$ cat config.mk
export PLATFORM = sky130hd
export DESIGN_NAME = task_slot_round_robin_scheduler
export DESIGN_NICKNAME = d
export VERILOG_FILES = /design/src/tsrr_pkg.sv /design/src/tsrr_slot_mem.sv /design/src/task_slot_round_robin_scheduler.sv
export SDC_FILE = /design/constraint.sdc
export NUM_CORES = 1
export LEC_CHECK = 0
export ABC_CLOCK_PERIOD_IN_PS = 13960
export BUFFER_PORTS_ARGS = -buffer_cell sky130_fd_sc_hd__buf_2
export CORE_MARGIN = 4
export CORE_UTILIZATION = 53
export DETAILED_ROUTE_END_ITERATION = 10
export PLACE_DENSITY = 0.71
export SLEW_MARGIN = 25
export SYNTH_ARGS = -nofsm -noshare
export SYNTH_HDL_FRONTEND = slang
export SYNTH_SLANG_ARGS = --single-unit
$ cat constraint.sdc
create_clock -name i_clk -period 13.96 [get_ports i_clk]
set_input_delay 2.792 -clock i_clk [delete_from_list [all_inputs] [get_ports i_clk]]
set_output_delay 2.792 -clock i_clk [all_outputs]
set_load 0.03 [all_outputs]
$ cat src/tsrr_pkg.sv
// Shared types and codes for the task slot round-robin scheduler.
`default_nettype none

package tsrr_pkg;

    // Default sizes.
    localparam int DEF_SLOTS     = 16;
    localparam int DEF_TIME_BITS = 32;

    // Fixed field widths of the item and result ports.
    localparam int ACTION_W = 3;
    localparam int TARGET_W = 4;
    localparam int TICKS_W  = 32;
    localparam int NOW_W    = 32;
    localparam int STATUS_W = 3;
    localparam int CHOSEN_W = 4;

    // Per-slot task state.
    typedef logic [2:0] t_slot_st;

    localparam t_slot_st SLOT_UNUSED   = 3'd0;
    localparam t_slot_st SLOT_RUNNABLE = 3'd1;
    localparam t_slot_st SLOT_RUNNING  = 3'd2;
    localparam t_slot_st SLOT_SLEEPING = 3'd3;
    localparam t_slot_st SLOT_DEAD     = 3'd4;

    // Event codes.
    typedef logic [ACTION_W-1:0] t_action;

    localparam t_action ACT_CREATE   = 3'd0;
    localparam t_action ACT_KILL     = 3'd1;
    localparam t_action ACT_CHECK    = 3'd2;
    localparam t_action ACT_SLEEP    = 3'd3;
    localparam t_action ACT_EXIT     = 3'd4;
    localparam t_action ACT_YIELD    = 3'd5;
    localparam t_action ACT_DISPATCH = 3'd6;

    // Result status codes.
    typedef logic [STATUS_W-1:0] t_result;

    localparam t_result RES_DONE          = 3'd0;
    localparam t_result RES_ABSENT        = 3'd1;
    localparam t_result RES_NONE_RUNNABLE = 3'd2;
    localparam t_result RES_EMPTY         = 3'd3;
    localparam t_result RES_NO_TASK       = 3'd4;

    // Port enables of the slot memory.
    typedef struct packed {
        logic rd_en;
        logic wr_en;
    } t_mem_ctl;

endpackage

`default_nettype wire

$ cat src/tsrr_slot_mem.sv
// Slot table memory: task state and wake time per slot, with per-entry valid bits.
`default_nettype none

module tsrr_slot_mem
    import tsrr_pkg::*;
#(
    parameter int SLOTS     = DEF_SLOTS,
    parameter int TIME_BITS = DEF_TIME_BITS,
    localparam int SW       = $clog2(SLOTS)
) (
    input  wire logic                 i_clk,
    input  wire logic                 i_rst_n,
    input  wire t_mem_ctl             i_ctl,
    input  wire logic [SW-1:0]        i_rd_addr,
    input  wire logic [SW-1:0]        i_wr_addr,
    input  wire t_slot_st             i_wr_status,
    input  wire logic [TIME_BITS-1:0] i_wr_wake,
    output t_slot_st                  o_rd_status,
    output logic [TIME_BITS-1:0]      o_rd_wake
);

    localparam int WORD_W = TIME_BITS + 3;

    logic [WORD_W-1:0] r_mem [SLOTS];
    logic [SLOTS-1:0]  r_vld;
    logic [WORD_W-1:0] r_rd_word;
    logic              r_rd_vld;

    // Storage array with a registered read port.
    always_ff @(posedge i_clk) begin
        if (i_ctl.wr_en) begin
            r_mem[i_wr_addr] <= {i_wr_status, i_wr_wake};
        end
        if (i_ctl.rd_en) begin
            r_rd_word <= r_mem[i_rd_addr];
        end
    end

    // Valid bits: an entry never written reads as an unused slot.
    always_ff @(posedge i_clk) begin
        if (!i_rst_n) begin
            r_vld    <= '0;
            r_rd_vld <= 1'b0;
        end else begin
            if (i_ctl.wr_en) begin
                r_vld[i_wr_addr] <= 1'b1;
            end
            if (i_ctl.rd_en) begin
                r_rd_vld <= r_vld[i_rd_addr];
            end
        end
    end

    assign o_rd_status = r_rd_vld ? r_rd_word[WORD_W-1:TIME_BITS] : SLOT_UNUSED;
    assign o_rd_wake   = r_rd_word[TIME_BITS-1:0];

endmodule

`default_nettype wire

$ cat src/task_slot_round_robin_scheduler.sv
// Top level of the task slot round-robin scheduler: event sequencer around the slot memory.
`default_nettype none

// The block takes one scheduling event at a time and returns one result for each.
// All slot state lives in a slot memory with one read port and one write port and a
// registered read, so create and dispatch walk the table one slot per cycle, ending early
// at the slot they pick. A kill that hits another slot while a task runs also requeues
// the running task. The input stalls while an event is in work; a finished result sits
// in an output register, and the next event waits only if that register is still full
// when its own result is ready. Right after reset every slot reads as unused; no clearing
// pass is needed.
module task_slot_round_robin_scheduler
    import tsrr_pkg::*;
#(
    parameter int SLOTS     = DEF_SLOTS,
    parameter int TIME_BITS = DEF_TIME_BITS
) (
    input  wire logic                i_clk,
    input  wire logic                i_rst_n,
    input  wire logic                i_in_valid,
    output logic                     o_in_stall,
    input  wire logic [ACTION_W-1:0] i_action,
    input  wire logic [TARGET_W-1:0] i_target_slot,
    input  wire logic [TICKS_W-1:0]  i_sleep_ticks,
    input  wire logic [NOW_W-1:0]    i_time_now,
    output logic                     o_out_valid,
    input  wire logic                i_out_stall,
    output logic [STATUS_W-1:0]      o_status,
    output logic [CHOSEN_W-1:0]      o_chosen_slot
);

    localparam int SW = $clog2(SLOTS);
    localparam int CW = $clog2(SLOTS + 1);

    localparam logic [SW-1:0] LAST_SLOT  = SW'(SLOTS - 1);
    localparam logic [CW-1:0] SLOT_COUNT = CW'(SLOTS);

    localparam logic [2:0] S_IDLE  = 3'd0;
    localparam logic [2:0] S_EXEC  = 3'd1;
    localparam logic [2:0] S_CHECK = 3'd2;
    localparam logic [2:0] S_YIELD = 3'd3;
    localparam logic [2:0] S_SCAN  = 3'd4;
    localparam logic [2:0] S_DONE  = 3'd5;

    function automatic logic [SW-1:0] next_slot(input logic [SW-1:0] s);
        next_slot = (s == LAST_SLOT) ? '0 : s + SW'(1);
    endfunction

    // Control registers.
    logic [2:0]    r_state, n_state;
    logic [SW-1:0] r_run_slot, n_run_slot;
    logic          r_run_vld, n_run_vld;
    logic [SW-1:0] r_scan_pos, n_scan_pos;
    logic [SW-1:0] r_rd_addr, n_rd_addr;
    logic [SW-1:0] r_ev_addr, n_ev_addr;
    logic [CW-1:0] r_iss, n_iss;
    logic          r_rv, n_rv;
    logic          r_any, n_any;
    logic          r_out_valid, n_out_valid;

    // Payload registers.
    t_action              r_action, n_action;
    logic [TARGET_W-1:0]  r_target, n_target;
    logic [TIME_BITS-1:0] r_time, n_time;
    logic [TIME_BITS-1:0] r_wake_new, n_wake_new;
    t_result              r_res_status, n_res_status;
    logic [CHOSEN_W-1:0]  r_res_chosen, n_res_chosen;
    t_result              r_out_status, n_out_status;
    logic [CHOSEN_W-1:0]  r_out_chosen, n_out_chosen;

    // Slot memory ports.
    t_mem_ctl             mem_ctl;
    logic [SW-1:0]        rd_addr;
    logic [SW-1:0]        wr_addr;
    t_slot_st             wr_status;
    logic [TIME_BITS-1:0] wr_wake;
    t_slot_st             rd_status;
    logic [TIME_BITS-1:0] rd_wake;

    logic          target_ok;
    logic [SW-1:0] tgt_addr;
    logic          iss_done;
    logic          woke;
    logic          live;
    logic [SW-1:0] run_next;

    tsrr_slot_mem #(
        .SLOTS     (SLOTS),
        .TIME_BITS (TIME_BITS)
    ) u_slot_mem (
        .i_clk       (i_clk),
        .i_rst_n     (i_rst_n),
        .i_ctl       (mem_ctl),
        .i_rd_addr   (rd_addr),
        .i_wr_addr   (wr_addr),
        .i_wr_status (wr_status),
        .i_wr_wake   (wr_wake),
        .o_rd_status (rd_status),
        .o_rd_wake   (rd_wake)
    );

    // Decode helpers for the event in work and the slot under evaluation.
    assign target_ok = (32'(r_target) < 32'(SLOTS));
    assign tgt_addr  = SW'(r_target);
    assign iss_done  = (r_iss == SLOT_COUNT);
    assign woke      = (rd_status == SLOT_SLEEPING) && (r_time >= rd_wake);
    assign live      = (rd_status != SLOT_UNUSED) && (rd_status != SLOT_DEAD);
    assign run_next  = next_slot(r_run_slot);

    // Event sequencer.
    always_comb begin
        n_state      = r_state;
        n_run_slot   = r_run_slot;
        n_run_vld    = r_run_vld;
        n_scan_pos   = r_scan_pos;
        n_rd_addr    = r_rd_addr;
        n_ev_addr    = r_ev_addr;
        n_iss        = r_iss;
        n_rv         = r_rv;
        n_any        = r_any;
        n_out_valid  = r_out_valid;
        n_action     = r_action;
        n_target     = r_target;
        n_time       = r_time;
        n_wake_new   = r_wake_new;
        n_res_status = r_res_status;
        n_res_chosen = r_res_chosen;
        n_out_status = r_out_status;
        n_out_chosen = r_out_chosen;
        mem_ctl      = '0;
        rd_addr      = r_rd_addr;
        wr_addr      = r_run_slot;
        wr_status    = SLOT_RUNNABLE;
        wr_wake      = r_wake_new;

        // The output register empties on a transfer.
        if (r_out_valid && !i_out_stall) begin
            n_out_valid = 1'b0;
        end

        unique case (r_state)
            S_IDLE: begin
                if (i_in_valid) begin
                    n_action   = i_action;
                    n_target   = i_target_slot;
                    n_time     = TIME_BITS'(i_time_now);
                    n_wake_new = TIME_BITS'(i_time_now) + TIME_BITS'(i_sleep_ticks);
                    n_state    = S_EXEC;
                end
            end

            S_EXEC: begin
                n_rv         = 1'b0;
                n_iss        = '0;
                n_any        = 1'b0;
                n_res_status = RES_DONE;
                n_res_chosen = '0;
                n_state      = S_DONE;
                unique case (r_action)
                    ACT_CREATE: begin
                        n_rd_addr = '0;
                        n_state   = S_SCAN;
                    end
                    ACT_KILL, ACT_CHECK: begin
                        if (!target_ok) begin
                            n_res_status = RES_ABSENT;
                        end else begin
                            mem_ctl.rd_en = 1'b1;
                            rd_addr       = tgt_addr;
                            n_state       = S_CHECK;
                        end
                    end
                    ACT_SLEEP, ACT_EXIT, ACT_YIELD: begin
                        if (!r_run_vld) begin
                            n_res_status = RES_NO_TASK;
                        end else begin
                            mem_ctl.wr_en = 1'b1;
                            wr_addr       = r_run_slot;
                            if (r_action == ACT_SLEEP) begin
                                wr_status = SLOT_SLEEPING;
                            end else if (r_action == ACT_EXIT) begin
                                wr_status = SLOT_DEAD;
                            end else begin
                                wr_status = SLOT_RUNNABLE;
                            end
                            n_run_vld  = 1'b0;
                            n_run_slot = '0;
                        end
                    end
                    ACT_DISPATCH: begin
                        // The running task goes back to runnable before the scan.
                        if (r_run_vld) begin
                            mem_ctl.wr_en = 1'b1;
                            wr_addr       = r_run_slot;
                            wr_status     = SLOT_RUNNABLE;
                            n_run_vld     = 1'b0;
                            n_run_slot    = '0;
                        end
                        n_rd_addr = r_scan_pos;
                        n_state   = S_SCAN;
                    end
                    default: begin
                    end
                endcase
            end

            S_CHECK: begin
                n_state = S_DONE;
                if (rd_status == SLOT_UNUSED) begin
                    n_res_status = RES_ABSENT;
                end else if (r_action == ACT_KILL) begin
                    mem_ctl.wr_en = 1'b1;
                    wr_addr       = tgt_addr;
                    wr_status     = SLOT_DEAD;
                    if (r_run_vld && (r_run_slot != tgt_addr)) begin
                        n_state = S_YIELD;
                    end else begin
                        n_run_vld  = 1'b0;
                        n_run_slot = '0;
                    end
                end
            end

            S_YIELD: begin
                mem_ctl.wr_en = 1'b1;
                wr_addr       = r_run_slot;
                wr_status     = SLOT_RUNNABLE;
                n_run_vld     = 1'b0;
                n_run_slot    = '0;
                n_state       = S_DONE;
            end

            S_SCAN: begin
                // One slot read issued per cycle; its data is judged in the next cycle.
                if (!iss_done) begin
                    mem_ctl.rd_en = 1'b1;
                    rd_addr       = r_rd_addr;
                    n_rd_addr     = next_slot(r_rd_addr);
                    n_iss         = r_iss + CW'(1);
                end
                n_rv      = !iss_done;
                n_ev_addr = r_rd_addr;

                if (r_rv) begin
                    if (r_action == ACT_CREATE) begin
                        if (rd_status == SLOT_UNUSED) begin
                            mem_ctl.wr_en = 1'b1;
                            wr_addr       = r_ev_addr;
                            wr_status     = SLOT_RUNNABLE;
                            wr_wake       = '0;
                            n_res_status  = RES_DONE;
                            n_res_chosen  = CHOSEN_W'(r_ev_addr);
                            n_state       = S_DONE;
                        end else if (iss_done) begin
                            n_res_status = RES_ABSENT;
                            n_state      = S_DONE;
                        end
                    end else if ((rd_status == SLOT_RUNNABLE) || woke) begin
                        mem_ctl.wr_en = 1'b1;
                        wr_addr       = r_ev_addr;
                        wr_status     = SLOT_RUNNING;
                        n_run_slot    = r_ev_addr;
                        n_run_vld     = 1'b1;
                        n_scan_pos    = next_slot(r_ev_addr);
                        n_res_status  = RES_DONE;
                        n_res_chosen  = CHOSEN_W'(r_ev_addr);
                        n_state       = S_DONE;
                    end else begin
                        // Dead slots are freed as the scan passes them.
                        if (rd_status == SLOT_DEAD) begin
                            mem_ctl.wr_en = 1'b1;
                            wr_addr       = r_ev_addr;
                            wr_status     = SLOT_UNUSED;
                        end
                        n_any = r_any | live;
                        if (iss_done) begin
                            n_res_status = (r_any | live) ? RES_NONE_RUNNABLE : RES_EMPTY;
                            n_state      = S_DONE;
                        end
                    end
                end
            end

            S_DONE: begin
                if (!r_out_valid || !i_out_stall) begin
                    n_out_valid  = 1'b1;
                    n_out_status = r_res_status;
                    n_out_chosen = r_res_chosen;
                    n_state      = S_IDLE;
                end
            end

            default: begin
                n_state = S_IDLE;
            end
        endcase
    end

    // Control state.
    always_ff @(posedge i_clk) begin
        if (!i_rst_n) begin
            r_state     <= S_IDLE;
            r_run_slot  <= '0;
            r_run_vld   <= 1'b0;
            r_scan_pos  <= '0;
            r_rd_addr   <= '0;
            r_ev_addr   <= '0;
            r_iss       <= '0;
            r_rv        <= 1'b0;
            r_any       <= 1'b0;
            r_out_valid <= 1'b0;
        end else begin
            r_state     <= n_state;
            r_run_slot  <= n_run_slot;
            r_run_vld   <= n_run_vld;
            r_scan_pos  <= n_scan_pos;
            r_rd_addr   <= n_rd_addr;
            r_ev_addr   <= n_ev_addr;
            r_iss       <= n_iss;
            r_rv        <= n_rv;
            r_any       <= n_any;
            r_out_valid <= n_out_valid;
        end
    end

    // Event and result payload.
    always_ff @(posedge i_clk) begin
        r_action     <= n_action;
        r_target     <= n_target;
        r_time       <= n_time;
        r_wake_new   <= n_wake_new;
        r_res_status <= n_res_status;
        r_res_chosen <= n_res_chosen;
        r_out_status <= n_out_status;
        r_out_chosen <= n_out_chosen;
    end

    assign o_in_stall    = (r_state != S_IDLE);
    assign o_out_valid   = r_out_valid;
    assign o_status      = r_out_status;
    assign o_chosen_slot = r_out_chosen;

`ifndef ASSERT_OFF
    // The sequencer never reads and writes the same slot in one cycle.
    a_no_rw_clash: assert property (@(posedge i_clk) disable iff (!i_rst_n)
        !(mem_ctl.rd_en && mem_ctl.wr_en && (rd_addr == wr_addr)))
        else $error("slot memory read and write to the same entry");

    // A running task was the last pick, so the scan resumes just after it.
    a_run_scan_pos: assert property (@(posedge i_clk) disable iff (!i_rst_n)
        r_run_vld |-> (r_scan_pos == run_next))
        else $error("scan position out of step with the running slot");

    // A scan never issues more reads than there are slots.
    a_scan_bound: assert property (@(posedge i_clk) disable iff (!i_rst_n)
        r_iss <= SLOT_COUNT)
        else $error("scan read count beyond table size");
`endif

endmodule

`default_nettype wire
; Word-level counts from Yosys, hierarchy flattened
; Memories as Yosys holds them, arrays and structs flattened. A register that Yosys moved wholly into a read port is not among the register bits.
; Cells that the tools add are included.
[classes]
eq_ne = 37
mux = 104
n_addsub = 4
n_lt_le_gt_ge = 4
n_reduce_logical = 33
bitwise_logic = 3
[ops]
columns = op, n
row1 = two-way mux 32 bit, 4
row2 = two-way mux 4 bit, 23
row3 = two-way mux 3 bit, 26
row4 = adder 32 bit, 1
row5 = >= comparator 32 bit, 1
row6 = one-hot mux 4 bit (2 select lines), 4
row7 = two-way mux 1 bit, 30
row8 = "!= test 2 bit, second input constant", 13
row9 = "== test 3 bit, second input constant", 6
row10 = one-hot mux 3 bit (3 select lines), 2
row11 = one-hot mux 3 bit (6 select lines), 1
row12 = bitwise OR 16 bit, 1
row13 = one-hot mux 4 bit (4 select lines), 1
row14 = "== test 3 x 2 -> 1 bit, second input constant", 5
row15 = AND reduction 4 bit, 3
row16 = "< comparator 4 x 5 -> 1 bit, second input constant", 2
row17 = one-hot mux 5 bit (2 select lines), 1
row18 = "== test 3 x 1 -> 1 bit, second input constant", 3
row19 = logical NOT 3 bit, 3
row20 = "!= test 3 bit, second input constant", 3
row21 = AND reduction 9 bit, 1
row22 = nonzero test 3 bit, 3
row23 = "adder 4 x 1 -> 4 bit, second input constant", 2
row24 = "== test 4 bit, second input constant", 2
row25 = other kinds (27), 44
[word_totals]
ramBits = 560
n_memories = 1
regBits = 130
out_inout_bits = 9
word_cells = 206
[memory_table]
columns = memory, depth, width, rd, rd_ports_with_merged_regs, wr, line
row1 = u_slot_mem.r_mem, 16, 35, 1, 1, 1, tsrr_slot_mem.sv:24  ; logic [WORD_W-1:0] r_mem [SLOTS];

; Longest topological paths before layout
; Gate-level depths: netlist of run 1.
[depth]
ltp_word = 13
depth_mapped = 13

; By module
; Synthesis of run 1 repeated with hierarchy kept, for this count alone.
[unflattened]
cells_unflattened = 1624
area_unflattened_um2 = 30097.6
[by_module_without_submodules]
columns = module, area_each_um2, cells_per_inst, n_inst
row1 = tsrr_slot_mem, 23033.3, 921, 1
row2 = task_slot_round_robin_scheduler, 7064.3, 703, 1

; Least setup slack after synthesis of run 1
; OpenSTA, ideal clock, no wires.
[synth_timing]
path_type = input to register
startpoint = input i_in_valid
endpoint = register r_action[0], enable pin
setup_ns = 0.501
required_time_ns = 13.459
n_path_buf = 0
setup_slack_ns = 7.686
arrival_time_ns = 5.773
cell_stages = 2
path_cell_list = inv_1 -> nor2_1
[synth_via]
elab_chain_len = 1
[synth_lines]
columns = element, line
row1 = start: declaration, task_slot_round_robin_scheduler.sv:20  ; input wire logic i_in_valid,
row2 = AND reduction 2 bit (no line), n/a
row3 = end signal: assignment, task_slot_round_robin_scheduler.sv:328  ; r_action <= n_action;
row4 = end: declaration, task_slot_round_robin_scheduler.sv:62  ; t_action r_action, n_action;
; No other way between the ends.
; A chain may end at the register's enable or synchronous reset.

; Final worst setup path of run 1
[layout_timing]
startpoint = input i_time_now[1]
endpoint = register r_wake_new[31], data pin
[layout_via]
elab_chain_len = 1
[layout_lines]
columns = element, line
row1 = start: declaration, task_slot_round_robin_scheduler.sv:25  ; input wire logic [NOW_W-1:0] i_time_now,
row2 = adder 32 bit, task_slot_round_robin_scheduler.sv:147  ; n_wake_new = TIME_BITS'(i_time_now) + TIME_BITS'(i_sleep_ticks);
row3 = end signal: assignment, task_slot_round_robin_scheduler.sv:331  ; r_wake_new <= n_wake_new;
row4 = end: declaration, task_slot_round_robin_scheduler.sv:65  ; logic [TIME_BITS-1:0] r_wake_new, n_wake_new;
; No other way between the ends.

==> results of run 1 <==
-- layout make-up --
type / instances / area (µm²)
inverter: 50 / 187.7
timing repair buffer: 112 / 674.4
clock inverter: 47 / 498.0
fill: 4043 / 22430
tap: 756 / 945.9
sequential: 725 / 21320
multi-input combinational: 906 / 8508
clock buffer: 88 / 1936
-- placed cells by master (no fill, tap or decap), drive strengths merged, types with 6 or more instances in the layout --
cell type    n
edfxtp     680
mux4       144
nand2      125
buf        112
clkbuf      88
and2        73
nor2        70
ha          67
inv         54
a21oi       51
dfxtp       45
a31oi       44
a211oi      38
o21ai       38
clkinv      31
o21a        29
xnor2       21
nand3       20
nor2b       16
nand2b      14
mux2i       14
xor2        13
a21o        12
o211ai      12
nor3        11
and3        10
bufinv       9
nand4        7
a21boi       7
a22oi        6
-- through the flow --
stage / area [µm²] / power (mW) / utilization / cells / setup WS, ps
finish: 34070 / 6.369 / 0.6031 / 2684 / 8244
global route: 34070 / 6.657 / 0.6031 / 2684 / 8039
CTS: 34060 / 6.419 / 0.6030 / 2684 / 8123
detailed placement: 31630 / 4.435 / 0.5599 / 2549 / 7489
global placement: 31610 / 4.401 / 0.5595 / 2548 / 7561
floorplan: 30250 / 4.022 / - / 1754 / 7686
-- power by group --
part           internal [mW]  switching [mW]
Clock                   1.16           0.818
Sequential              2.70          0.0899
Combinational          0.652           0.943
Total                   4.52            1.85
-- worst max-delay path by stage --
stage / from / end / slack [ps] / cells past startpoint
after global routing: i_sleep_ticks[1] / r_wake_new[31]$_DFFE_PP_ / 8040 / 12
after CTS: i_time_now[1] / r_wake_new[31]$_DFFE_PP_ / 8120 / 12
after floorplan: i_in_valid / r_action[0]$_DFFE_PP_ / 7690 / 2
after global placement: i_sleep_ticks[1] / r_wake_new[31]$_DFFE_PP_ / 7560 / 12
after detailed placement: i_sleep_ticks[1] / r_wake_new[31]$_DFFE_PP_ / 7490 / 12
final: i_time_now[1] / r_wake_new[31]$_DFFE_PP_ / 8240 / 12
-- cell families (layout without fill, tap and decap cells) --
group	after synthesis	count (layout)	share of synthesized area
AOI/OAI and AO/OA	278	278	0.06390
muxes	160	160	0.1127
xor gates and xnor gates	34	34	0.009844
and+or+nand+nor	366	366	0.06088
DFF	725	725	0.7048
adders and majority gates	68	68	0.02837
buffers and inverters	123	297	0.01952
-- routing by layer --
layer	routed length, µm	share of wire	GRT usage
met5	0	0	0
met4	1598	0.023	0.06407
met1	28570	0.42	0.3164
met3	4534	0.066	0.04175
met2	33860	0.49	0.3729
-- sequential cells by signal (all words and copies together), names as in the netlist, 5 cells and up --
name and flops:
r_time 32, r_wake_new 32, u_slot_mem.r_mem 560, u_slot_mem.r_rd_word 35, r_iss 5, u_slot_mem.r_vld 16
==> metrics.md, run 1 <==
| Metric | Value |
|---|---|
| CTS buffer count | 74 |
| Yosys cell types | 76 |
| Critical Path End Type | flop |
| Layout cells sized above 1 | 0.2101 |
| Final hold vios | 0 |
| Final setup vio count | 0 |
| RSZ-0062 raised after global routing | no |
| GR Util All Layers | 0.2272 |
| Top cells by area, synth | edfxtp_1 (67%), mux4_2 (11%), dfxtp_1 (3.0%) |
| Synthesized cell area | 0.03025 mm² |
| Critical path, cell by cell | buf_2 > ha_1 > a21oi_1 > o211ai_1 > a31oi_1 > o21ai_0 > buf_4 > nor4_1 > o21ai_0 > a211o_1 > a21oi_1 > xnor2_1 |
| Required @ worst endpoint | 14310 ps |
| Setup bufs post-CTS | 0 |
| Cts repair resizes | 0 |
| Worst-Skew Late Latency | 610 ps |
| Ant. Diodes | 0 |
| Top cell family by delay on the critical path | compound AO/OA/AOI/OAI gates |
| Vias in the first global route | 16860 |
| Pwr Density | 186.9 mW/mm² |
| R2r startpoint | r_time[0]$_DFFE_PP_ |
| Global-route wire length before repair | 103300 µm |
| CTS tree | yes |
| R2r setup slk | 8660 ps |
| Count of pins over their slew limit | 0 |
| Cts hold-fix bufs | 0 |
| Type of origin of the critical path | input port |
| Yosys Warn Count | 0 |
| DR vias/cell | 6.141 |
| Layout area overhead | 12.62% |
| Worst Tran Pin Value | 1081 ps |
| Drt first-iter violations | 1595 |
| Reg-to-reg endpoint | u_slot_mem.r_mem[2][28]$_DFFE_PP_ |
| Io pins | 84 |
| Leak | 11.64 nW |
| IO Port Bufs | 83 |
| Total core area | 0.05650 mm² |
| Fin Hold WS | 430.0 ps |
| Hold Startpoint | r_res_chosen[3]$_SDFFCE_PN0P_ |
| Routed Antenna Nets | 0 |
| Syn Area/Cell | 17.25 µm² |
| Area leader, netlist | edfxtp_1 |
| Crit path buf inv count | 2 |
| Most frequent cell after synthesis | edfxtp_1 |
| Worst EP arrival | 6070 ps |
| Seq cells post-synth | 725 |
| Largest net degree at the start of global routing | 145 |
| Outcome | completed |
| GRT Residual Overflow | 0 |
| Slew margin rel. | 0.2795 |
| Setup CP Type | in -> reg |
| Initial DRT Pass Iterations | 5 |
| Number of synthesized flops with an enable pin | 680 |
| Achievable Freq | 174.9 MHz |
| Final worst-path cycle share | 0.4095 |
| Die Ht | 246.9 µm |
| Ys async rst share | 0 |
| Worst VDD drop | 0.1713 mV |
| Final min period | 5716 ps |
| Setup TNS | 0 ps |
| Layout Skew | 22.05 ps |
| HPWL after DPL | 37380 µm |
| Top_reg_cell synth | edfxtp_1 |
| Nets | 2012 |
| Post-synthesis instance total | 1754 |
| CP max stage delay | 680 ps |
| # Max-Cap Violations | 0 |
| Register area share after synthesis | 0.7048 |
| Initial antenna violation count | 0 |
| Die X | 246.9 µm |
| CP max FO | 4 |
| DRC viols | 0 |
| Min-Delay Path Depth | 0 |
| Starting Density | 0.5355 |
| Post-synth top cells | edfxtp_1 (680), mux4_2 (144), nand2_1 (125) |
| H-tree levels | 3 |
| Hold Path End | o_chosen_slot[3]$_DFFE_PP_ |
| Die ar. | 0.06096 mm² |
| Hold Crit Class | reg -> reg |
| Clock Sinks | 725 |
| GP Congestion | 0.8690 |
| Total wire length | 68560 µm |
| Max Root-Sink Buffers | 3 |
| Root buf cell | clkbuf_16 |
| Critical-path top delay cell | nor4_1 |
| Area share of the leading cell type in the synthesized netlist | 0.6750 |
| Path depth of the worst reg2reg path | 12 |
| Clock transition at path regs | 60 ps |
| Detailed-route via count | 16480 |
| Synthesized Nets | 1897 |
| Routed len/inst | 25.54 µm |
| Site row count | 87 |
Power figures use the tool's default switching activity.
==> run 2: changes to the inputs <==
--- a/config.mk
+++ b/config.mk
@@ -5,12 +5,12 @@
 export SDC_FILE = /design/constraint.sdc
 export NUM_CORES = 1
 export LEC_CHECK = 0
-export ABC_CLOCK_PERIOD_IN_PS = 13960
+export ABC_CLOCK_PERIOD_IN_PS = 4900
 export BUFFER_PORTS_ARGS = -buffer_cell sky130_fd_sc_hd__buf_2
 export CORE_MARGIN = 4
 export CORE_UTILIZATION = 53
 export DETAILED_ROUTE_END_ITERATION = 10
-export PLACE_DENSITY = 0.71
+export PLACE_DENSITY = 0.74
 export SLEW_MARGIN = 25
 export SYNTH_ARGS = -nofsm -noshare
 export SYNTH_HDL_FRONTEND = slang
==> constraint.sdc (replaced) <==
create_clock -name i_clk -period 4.9 [get_ports i_clk]
set_input_delay 0.98 -clock i_clk [delete_from_list [all_inputs] [get_ports i_clk]]
set_output_delay 0.98 -clock i_clk [all_outputs]
set_load 0.03 [all_outputs]
==> run 2 against run 1 <==
Against the previous run: worst hold slack worse by 7.6 ps; combinational power grew to 3.0 times the previous value; sequential share of layout area is 0.53 points lower; clock skew is 12 ps higher; power grew to 2.9 times the previous value; core utilization is 0.52 points higher; cell count is 0.37% higher; count of clock-buffer cells in the layout is 2 higher; clock power grew to 2.8 times the previous value; cell area is 0.86% higher; non-clock buffer count is 16 higher; first-iteration DRC count is 6.8% higher; largest cell class unchanged; highest routed layer unchanged.
==> metrics.md, run 2 (synthesized netlist as in run 1, its figures left out) <==
| Metric | Value |
|---|---|
| Outcome | completed (unchanged) |
| Pint | 12.87 mW (was 4.518 mW) |
| Nets | 2027 (was 2012) |
| Crit. Startpoint | r_time[0]$_DFFE_PP_ (was i_time_now[1]) |
| Total wire length | 68590 µm (was 68560 µm) |
| H-tree levels | 3 (unchanged) |
| Die Ht | 246.9 µm (unchanged) |
| Hold Startpoint | r_res_status[1]$_DFFE_PP_ (was r_res_chosen[3]$_SDFFCE_PN0P_) |
| Global-route wire length before repair | 104300 µm (was 103300 µm) |
| Fin area | 0.03436 mm² (was 0.03407 mm²) |
| Path depth of the worst reg2reg path | 12 (unchanged) |
| Most common cell after layout, fill and taps aside | edfxtp_1 (unchanged) |
| Setup TNS | 0 ps (unchanged) |
| Detailed-route via count | 16680 (was 16480) |
| Clock Sinks | 725 (unchanged) |
| Worst EP arrival | 4820 ps (was 6070 ps) |
| Leak | 11.76 nW (was 11.64 nW) |
| Final hold vios | 0 (unchanged) |
| Critical-path top delay cell | a2111oi_1 (was nor4_1) |
| Required @ worst endpoint | 5200 ps (was 14310 ps) |
| Achievable Freq | 221.6 MHz |
| # Max-Cap Violations | 0 (unchanged) |
| Setup CP Type | reg -> reg (was in -> reg) |
| Type of origin of the critical path | flop (was input port) |
| DR WL met3 | 5000 µm (was 4534 µm) |
| RSZ-0062 raised after global routing | no (unchanged) |
| Layout cells sized above 1 | 0.2147 (was 0.2101) |
| CP max stage delay | 760 ps (was 680 ps) |
| Critical path, cell by cell | inv_1 > ha_1 > nand2b_1 > a2111oi_1 > o211ai_1 > a211o_1 > a31oi_2 > a21oi_2 > a211oi_1 > o211ai_2 > nor2_4 > buf_12 (was buf_2 > ha_1 > a21oi_1 > o211ai_1 > a31oi_1 > o21ai_0 > buf_4 > nor4_1 > o21ai_0 > a211o_1 > a21oi_1 > xnor2_1) |
| GR Util All Layers | 0.2280 (was 0.2272) |
| Commonest cells after routing, fill and taps aside | edfxtp_1 (680), mux4_2 (144), nand2_1 (125) (unchanged) |
| Root buf cell | clkbuf_16 (unchanged) |
| Largest register by flop count | u_slot_mem.r_mem (unchanged) |
| Initial antenna violation count | 1 (was 0) |
| HPWL after DPL | 41290 µm (was 37380 µm) |
| Combinational fraction of design power | 0.265 (was 0.250) |
| CTS buffer count | 73 (was 74) |
| CP max FO | 14 (was 4) |
| Final worst-path cycle share | 0.9210 |
| DR vias/cell | 6.190 (was 6.141) |
| Flop pwr share | 0.434 (was 0.438) |
| Initial DRT Pass Iterations | 5 (unchanged) |
| Drt first-iter violations | 1704 (was 1595) |
| Io pins | 84 (unchanged) |
| NetSw | 5.321 mW (was 1.851 mW) |
| Setup bufs post-CTS | 0 (unchanged) |
| Final min period | 4513 ps |
| Pwr Density | 529.5 mW/mm² (was 186.9 mW/mm²) |
| Site row count | 87 (unchanged) |
| Switch share | 0.2924 (was 0.2906) |
| Worst-Skew Late Latency | 610 ps (about the same) |
| R2r setup slk | 390 ps (was 8660 ps) |
| Ant. Diodes | 0 (unchanged) |
| Largest net degree at the start of global routing | 85 (was 145) |
| Max Root-Sink Buffers | 3 (unchanged) |
| Met2 wire length | 33490 µm (was 33860 µm) |
| Worst Tran Pin Value | 1046 ps (was 1081 ps) |
| Routed len/inst | 25.46 µm (was 25.54 µm) |
| IO Port Bufs | 83 (unchanged) |
| Met1 Routed Length | 28220 µm (was 28570 µm) |
| Layout area overhead | 13.59% (was 12.62%) |
| Cts repair resizes | 0 (unchanged) |
| Total core area | 0.05650 mm² (unchanged) |
| Layout Skew | 33.79 ps (was 22.05 ps) |
| CTS tree | yes (unchanged) |
| Slew margin rel. | 0.3026 (was 0.2795) |
| Final setup vio count | 0 (unchanged) |
| Die X | 246.9 µm (unchanged) |
| Starting Density | 0.5355 (unchanged) |
| Die ar. | 0.06096 mm² (unchanged) |
| Count of pins over their slew limit | 0 (unchanged) |
| Hold Crit Class | reg -> reg (unchanged) |
| GP Congestion | 0.8599 (was 0.8690) |
| Worst VDD drop | 0.3865 mV (was 0.1713 mV) |
| GRT Residual Overflow | 0 (unchanged) |
| Vias in the first global route | 16970 (was 16860) |
| Max reg flops | 560 (unchanged) |
| Placed Area | 0.03201 mm² (was 0.03163 mm²) |
| Routed Antenna Nets | 0 (unchanged) |
| Min-Delay Path Depth | 0 (unchanged) |
| Reg-to-reg endpoint | u_slot_mem.r_mem[15][22]$_DFFE_PP_ (was u_slot_mem.r_mem[2][28]$_DFFE_PP_) |
| Clock share of power | 0.301 (was 0.311) |
| Critical Path End Type | flop (unchanged) |
| Highest routed layer | met4 (unchanged) |
| Cts hold-fix bufs | 0 (unchanged) |
| Largest regs | u_slot_mem.r_mem: 560 flops, u_slot_mem.r_rd_word: 35 flops (unchanged) |
| DRC viols | 0 (unchanged) |
| R2r startpoint | r_time[0]$_DFFE_PP_ (unchanged) |
| Clock transition at path regs | 60 ps (about the same) |
| Hold Path End | o_status[1]$_DFFE_PP_ (was o_chosen_slot[3]$_DFFE_PP_) |
-- run 2: changes by cell type in the layout (fill, tap and decap cells not counted), moves of 2 or more --
cell,delta
clkbuf_16,+2
buf_4,-4
clkinv_1,-3
buf_12,+21
clkinv_8,-2
bufinv_16,-2
-- run 2: how the worst max path moves through the flow --
stage / end / slack, ps / cells after the start
3_3_place_gp: u_slot_mem.r_mem[15][17]$_DFFE_PP_ / 290 / 12
3_5_place_dp: u_slot_mem.r_mem[15][17]$_DFFE_PP_ / 180 / 12
2_1_floorplan: r_action[0]$_DFFE_PP_ / 160 / 4
6_report: u_slot_mem.r_mem[15][22]$_DFFE_PP_ / 390 / 12
4_1_cts: u_slot_mem.r_mem[15][32]$_DFFE_PP_ / 170 / 12
5_1_grt: u_slot_mem.r_mem[15][22]$_DFFE_PP_ / 150 / 12
-- run 2: layer usage --
layer | GRT usage | vias up
li1 | - | 7222
met1 | 0.3162 | 8617
met2 | 0.3713 | 717
met3 | 0.04034 | 119
met4 | 0.07609 | 0
met5 | 0 | -
-- run 2: power by group through the flow --
stage | Clock (mW) | Sequential [mW] | Combinational, mW
final | 5.49 | 7.90 | 4.81
after global routing | 5.83 | 7.93 | 5.24
after CTS | 5.57 | 7.90 | 4.86
after detailed placement | 0 | 8.02 | 4.82
after global placement | 0 | 8.02 | 4.70
after floorplan | 0 | 7.96 | 3.49
-- run 2: final cells by class --
type	count	area, µm²
clock buffers	90	1976
clock inverters	39	371.6
fillers	3926	22130
inverters	50	187.7
multi-input cells	906	8507
flip-flops and latches	725	21320
well taps	756	945.9
repair buffers	128	1054
-- run 2: critical path: cells and delay by family, from the launching register on --
kind | cells | cell delay [ps]
AND/OR/NAND/NOR | 2 | 800
AO/OA/AOI/OAI | 7 | 2510
flip-flops | 1 | 360
adder cells (fa/ha/maj) | 1 | 210
buffers and inverters | 2 | 310
-- run 2: per-stage QoR --
step                total power, mW  hold slack, ps  utilization  std cells  worst slack (ps)
global placement              12.71           410.2       0.5667       2565             285.7
finish                        18.20           422.4       0.6082       2694             387.3
floorplan                     11.46           400.3            -       1754             164.6
detailed placement            12.84           404.5       0.5667       2565             175.4
global route                  19.00           423.1       0.6082       2694             152.1
CTS                           18.33           420.6       0.6082       2694             171.9
==> run 3: changes to the inputs <==
--- a/config.mk
+++ b/config.mk
@@ -8,9 +8,10 @@
 export ABC_CLOCK_PERIOD_IN_PS = 4900
 export BUFFER_PORTS_ARGS = -buffer_cell sky130_fd_sc_hd__buf_2
 export CORE_MARGIN = 4
-export CORE_UTILIZATION = 53
+export CORE_UTILIZATION = 56
 export DETAILED_ROUTE_END_ITERATION = 10
-export PLACE_DENSITY = 0.74
+export MAX_ROUTING_LAYER = met4
+export PLACE_DENSITY = 0.78
 export SLEW_MARGIN = 25
 export SYNTH_ARGS = -nofsm -noshare
 export SYNTH_HDL_FRONTEND = slang
==> run 3 against run 2 <==
Against the previous run: worst hold slack better by 5.0 ps; sequential power hardly changed; flip-flop and latch count stayed put; via count is 0.36% higher; register-to-register slack worse by 20 ps; non-clock buffer count is 15 higher; worst setup slack worse by 17 ps; sequential share of layout area is 0.084 points higher; maximum frequency is 0.37% lower; critical endpoint is now u_slot_mem.r_mem[14][14]$_DFFE_PP_; largest power group unchanged; highest routed layer unchanged.
==> metrics.md, run 3 (synthesized netlist as in run 1, its figures left out) <==
| Metric | Value |
|---|---|
| Outcome | completed (unchanged) |
| Largest net degree at the start of global routing | 73 (was 85) |
| GR Util All Layers | 0.2508 (was 0.2280) |
| Post-layout util | 0.6478 (was 0.6082) |
| Largest regs | u_slot_mem.r_mem: 560 flops, u_slot_mem.r_rd_word: 35 flops (unchanged) |
| Worst Setup EP | u_slot_mem.r_mem[14][14]$_DFFE_PP_ (was u_slot_mem.r_mem[15][22]$_DFFE_PP_) |
| Power Total | 18.29 mW (was 18.20 mW) |
| Routed len/inst | 26.05 µm (was 25.46 µm) |
| R2r startpoint | r_time[0]$_DFFE_PP_ (unchanged) |
| Setup TNS | 0 ps (unchanged) |
| Nets | 2043 (was 2027) |
| Fin cells | 2642 (was 2694) |
| Starting Density | 0.5711 (was 0.5355) |
| Detailed-route via count | 16740 (was 16680) |
| Most common cell after layout, fill and taps aside | edfxtp_1 (unchanged) |
| Layout Skew | 29.94 ps (was 33.79 ps) |
| Setup bufs post-CTS | 0 (unchanged) |
| Routed Antenna Nets | 0 (unchanged) |
| Hold Crit Class | reg -> reg (unchanged) |
| Commonest cells after routing, fill and taps aside | edfxtp_1 (680), mux4_2 (144), nand2_1 (125) (unchanged) |
| Final min period | 4530 ps (was 4513 ps) |
| RSZ-0062 raised after global routing | no (unchanged) |
| Worst EP arrival | 4820 ps (about the same) |
| R2r setup slk | 370 ps (was 390 ps) |
| Final setup vio count | 0 (unchanged) |
| GRT Residual Overflow | 0 (unchanged) |
| Worst VDD drop | 0.2746 mV (was 0.3865 mV) |
| Clock Sinks | 725 (unchanged) |
| Total core area | 0.05297 mm² (was 0.05650 mm²) |
| Critical-path top delay cell | a2111oi_0 (was a2111oi_1) |
| Worst Tran Pin Value | 1034 ps (was 1046 ps) |
| Count of pins over their slew limit | 0 (unchanged) |
| Io pins | 84 (unchanged) |
| Total wire length | 68820 µm (was 68590 µm) |
| CTS tree | yes (unchanged) |
| Site row count | 84 (was 87) |
| Cts hold-fix bufs | 0 (unchanged) |
| # Max-Cap Violations | 0 (unchanged) |
| Layout cells sized above 1 | 0.2232 (was 0.2147) |
| Crit. Startpoint | r_time[0]$_DFFE_PP_ (unchanged) |
| Initial DRT Pass Iterations | 5 (unchanged) |
| Final worst-path cycle share | 0.9244 (was 0.9210) |
| Worst-Skew Late Latency | 620 ps (was 610 ps) |
| FF+latch area | 0.02132 mm² (unchanged) |
| CP max FO | 24 (was 14) |
| Pwr Density | 532.9 mW/mm² (was 529.5 mW/mm²) |
| Root buf cell | clkbuf_16 (unchanged) |
| Vias in the first global route | 17300 (was 16970) |
| H-tree levels | 3 (unchanged) |
| Setup CP Type | reg -> reg (unchanged) |
| Critical Path End Type | flop (unchanged) |
| Critical path, cell by cell | inv_1 > ha_1 > nand2b_1 > a2111oi_0 > o211ai_1 > a211o_1 > and3_1 > nor2_2 > mux2i_1 > o211ai_2 > nor2_4 > buf_12 (was inv_1 > ha_1 > nand2b_1 > a2111oi_1 > o211ai_1 > a211o_1 > a31oi_2 > a21oi_2 > a211oi_1 > o211ai_2 > nor2_4 > buf_12) |
| Reg-to-reg endpoint | u_slot_mem.r_mem[14][14]$_DFFE_PP_ (was u_slot_mem.r_mem[15][22]$_DFFE_PP_) |
| IO Port Bufs | 83 (unchanged) |
| HPWL after DPL | 41220 µm (was 41290 µm) |
| Die ar. | 0.05780 mm² (was 0.06096 mm²) |
| GP Congestion | 0.8616 (was 0.8599) |
| DRC viols | 0 (unchanged) |
| Largest register by flop count | u_slot_mem.r_mem (unchanged) |
| Max Root-Sink Buffers | 3 (unchanged) |
| Drt first-iter violations | 1752 (was 1704) |
| Leak | 11.83 nW (was 11.76 nW) |
| Multi-input gate area | 0.008506 mm² (was 0.008507 mm²) |
| Setup Slack @ Placement | 477.9 ps (was 175.4 ps) |
| Achievable Freq | 220.8 MHz (was 221.6 MHz) |
| Slew margin rel. | 0.3108 (was 0.3026) |
| Initial antenna violation count | 1 (unchanged) |
| Die X | 240.4 µm (was 246.9 µm) |
| Worst setup margin | 370.3 ps (was 387.3 ps) |
| Die Ht | 240.4 µm (was 246.9 µm) |
| Placed Area | 0.03197 mm² (was 0.03201 mm²) |
| Filler cells | 3501 (was 3926) |
| Cts repair resizes | 0 (unchanged) |
| Fin area | 0.03432 mm² (was 0.03436 mm²) |
| Max reg flops | 560 (unchanged) |
| DR vias/cell | 6.334 (was 6.190) |
| Global-route wire length before repair | 105200 µm (was 104300 µm) |
| Required @ worst endpoint | 5190 ps (was 5200 ps) |
| CTS buffer count | 74 (was 73) |
| Clock transition at path regs | 60 ps (about the same) |
| Layout area overhead | 13.43% (was 13.59%) |
| Final hold vios | 0 (unchanged) |
| Fin Hold WS | 427.4 ps (was 422.4 ps) |
| Path depth of the worst reg2reg path | 12 (unchanged) |
| Type of origin of the critical path | flop (unchanged) |
| Cells after DPL | 2512 (was 2565) |
| CP max stage delay | 830 ps (was 760 ps) |
-- run 3: changes by cell type in the layout (fill, tap and decap cells not counted), moves of 5 or more --
cell / change
clkinv_2: +6
buf_12: -6
buf_4: +20
clkinv_1: -5
-- run 3: layout make-up --
type	instances	area share
Sequential cell	725	0.6213
Multi-Input combinational cell	906	0.2479
Clock buffer	91	0.05765
Timing Repair Buffer	143	0.03190
Tap cell	688	0.02509
Clock inverter	38	0.01065
Inverter	50	0.005469
Antenna cell	1	0.00007292
-- run 3: layer usage --
metal  track usage  wire [µm]
met5             -          0
met4        0.1002       2687
met3       0.04921       5642
met2        0.3895      33410
met1        0.3323      27080
-- run 3: power by group --
group          total (mW)  internal [mW]  switching, mW  leakage, nW
Combinational        4.89           2.02           2.87         4.19
Sequential           7.92           7.70          0.216         6.47
Clock                5.48           3.19           2.29         1.16
Total                18.3           12.9           5.38         11.8
-- run 3: worst max-delay path: cells and delay by family, from the launching register on --
kind | cells | cell delay (ps)
compound gates | 4 | 1720
fa+ha+maj | 1 | 220
buf+inv | 2 | 370
flops | 1 | 370
mux | 1 | 390
simple gates | 4 | 1130
-- run 3: worst min path at each step --
stage	from	end	depth (start not counted)
floorplan	r_res_chosen[0]$_SDFFCE_PN0P_	o_chosen_slot[0]$_DFFE_PP_	0
global placement	r_res_status[0]$_DFFE_PP_	o_status[0]$_DFFE_PP_	0
detailed placement	r_res_status[0]$_DFFE_PP_	o_status[0]$_DFFE_PP_	0
CTS	r_res_status[0]$_DFFE_PP_	o_status[0]$_DFFE_PP_	0
global route	r_res_chosen[0]$_SDFFCE_PN0P_	o_chosen_slot[0]$_DFFE_PP_	0
finish	r_res_chosen[0]$_SDFFCE_PN0P_	o_chosen_slot[0]$_DFFE_PP_	0
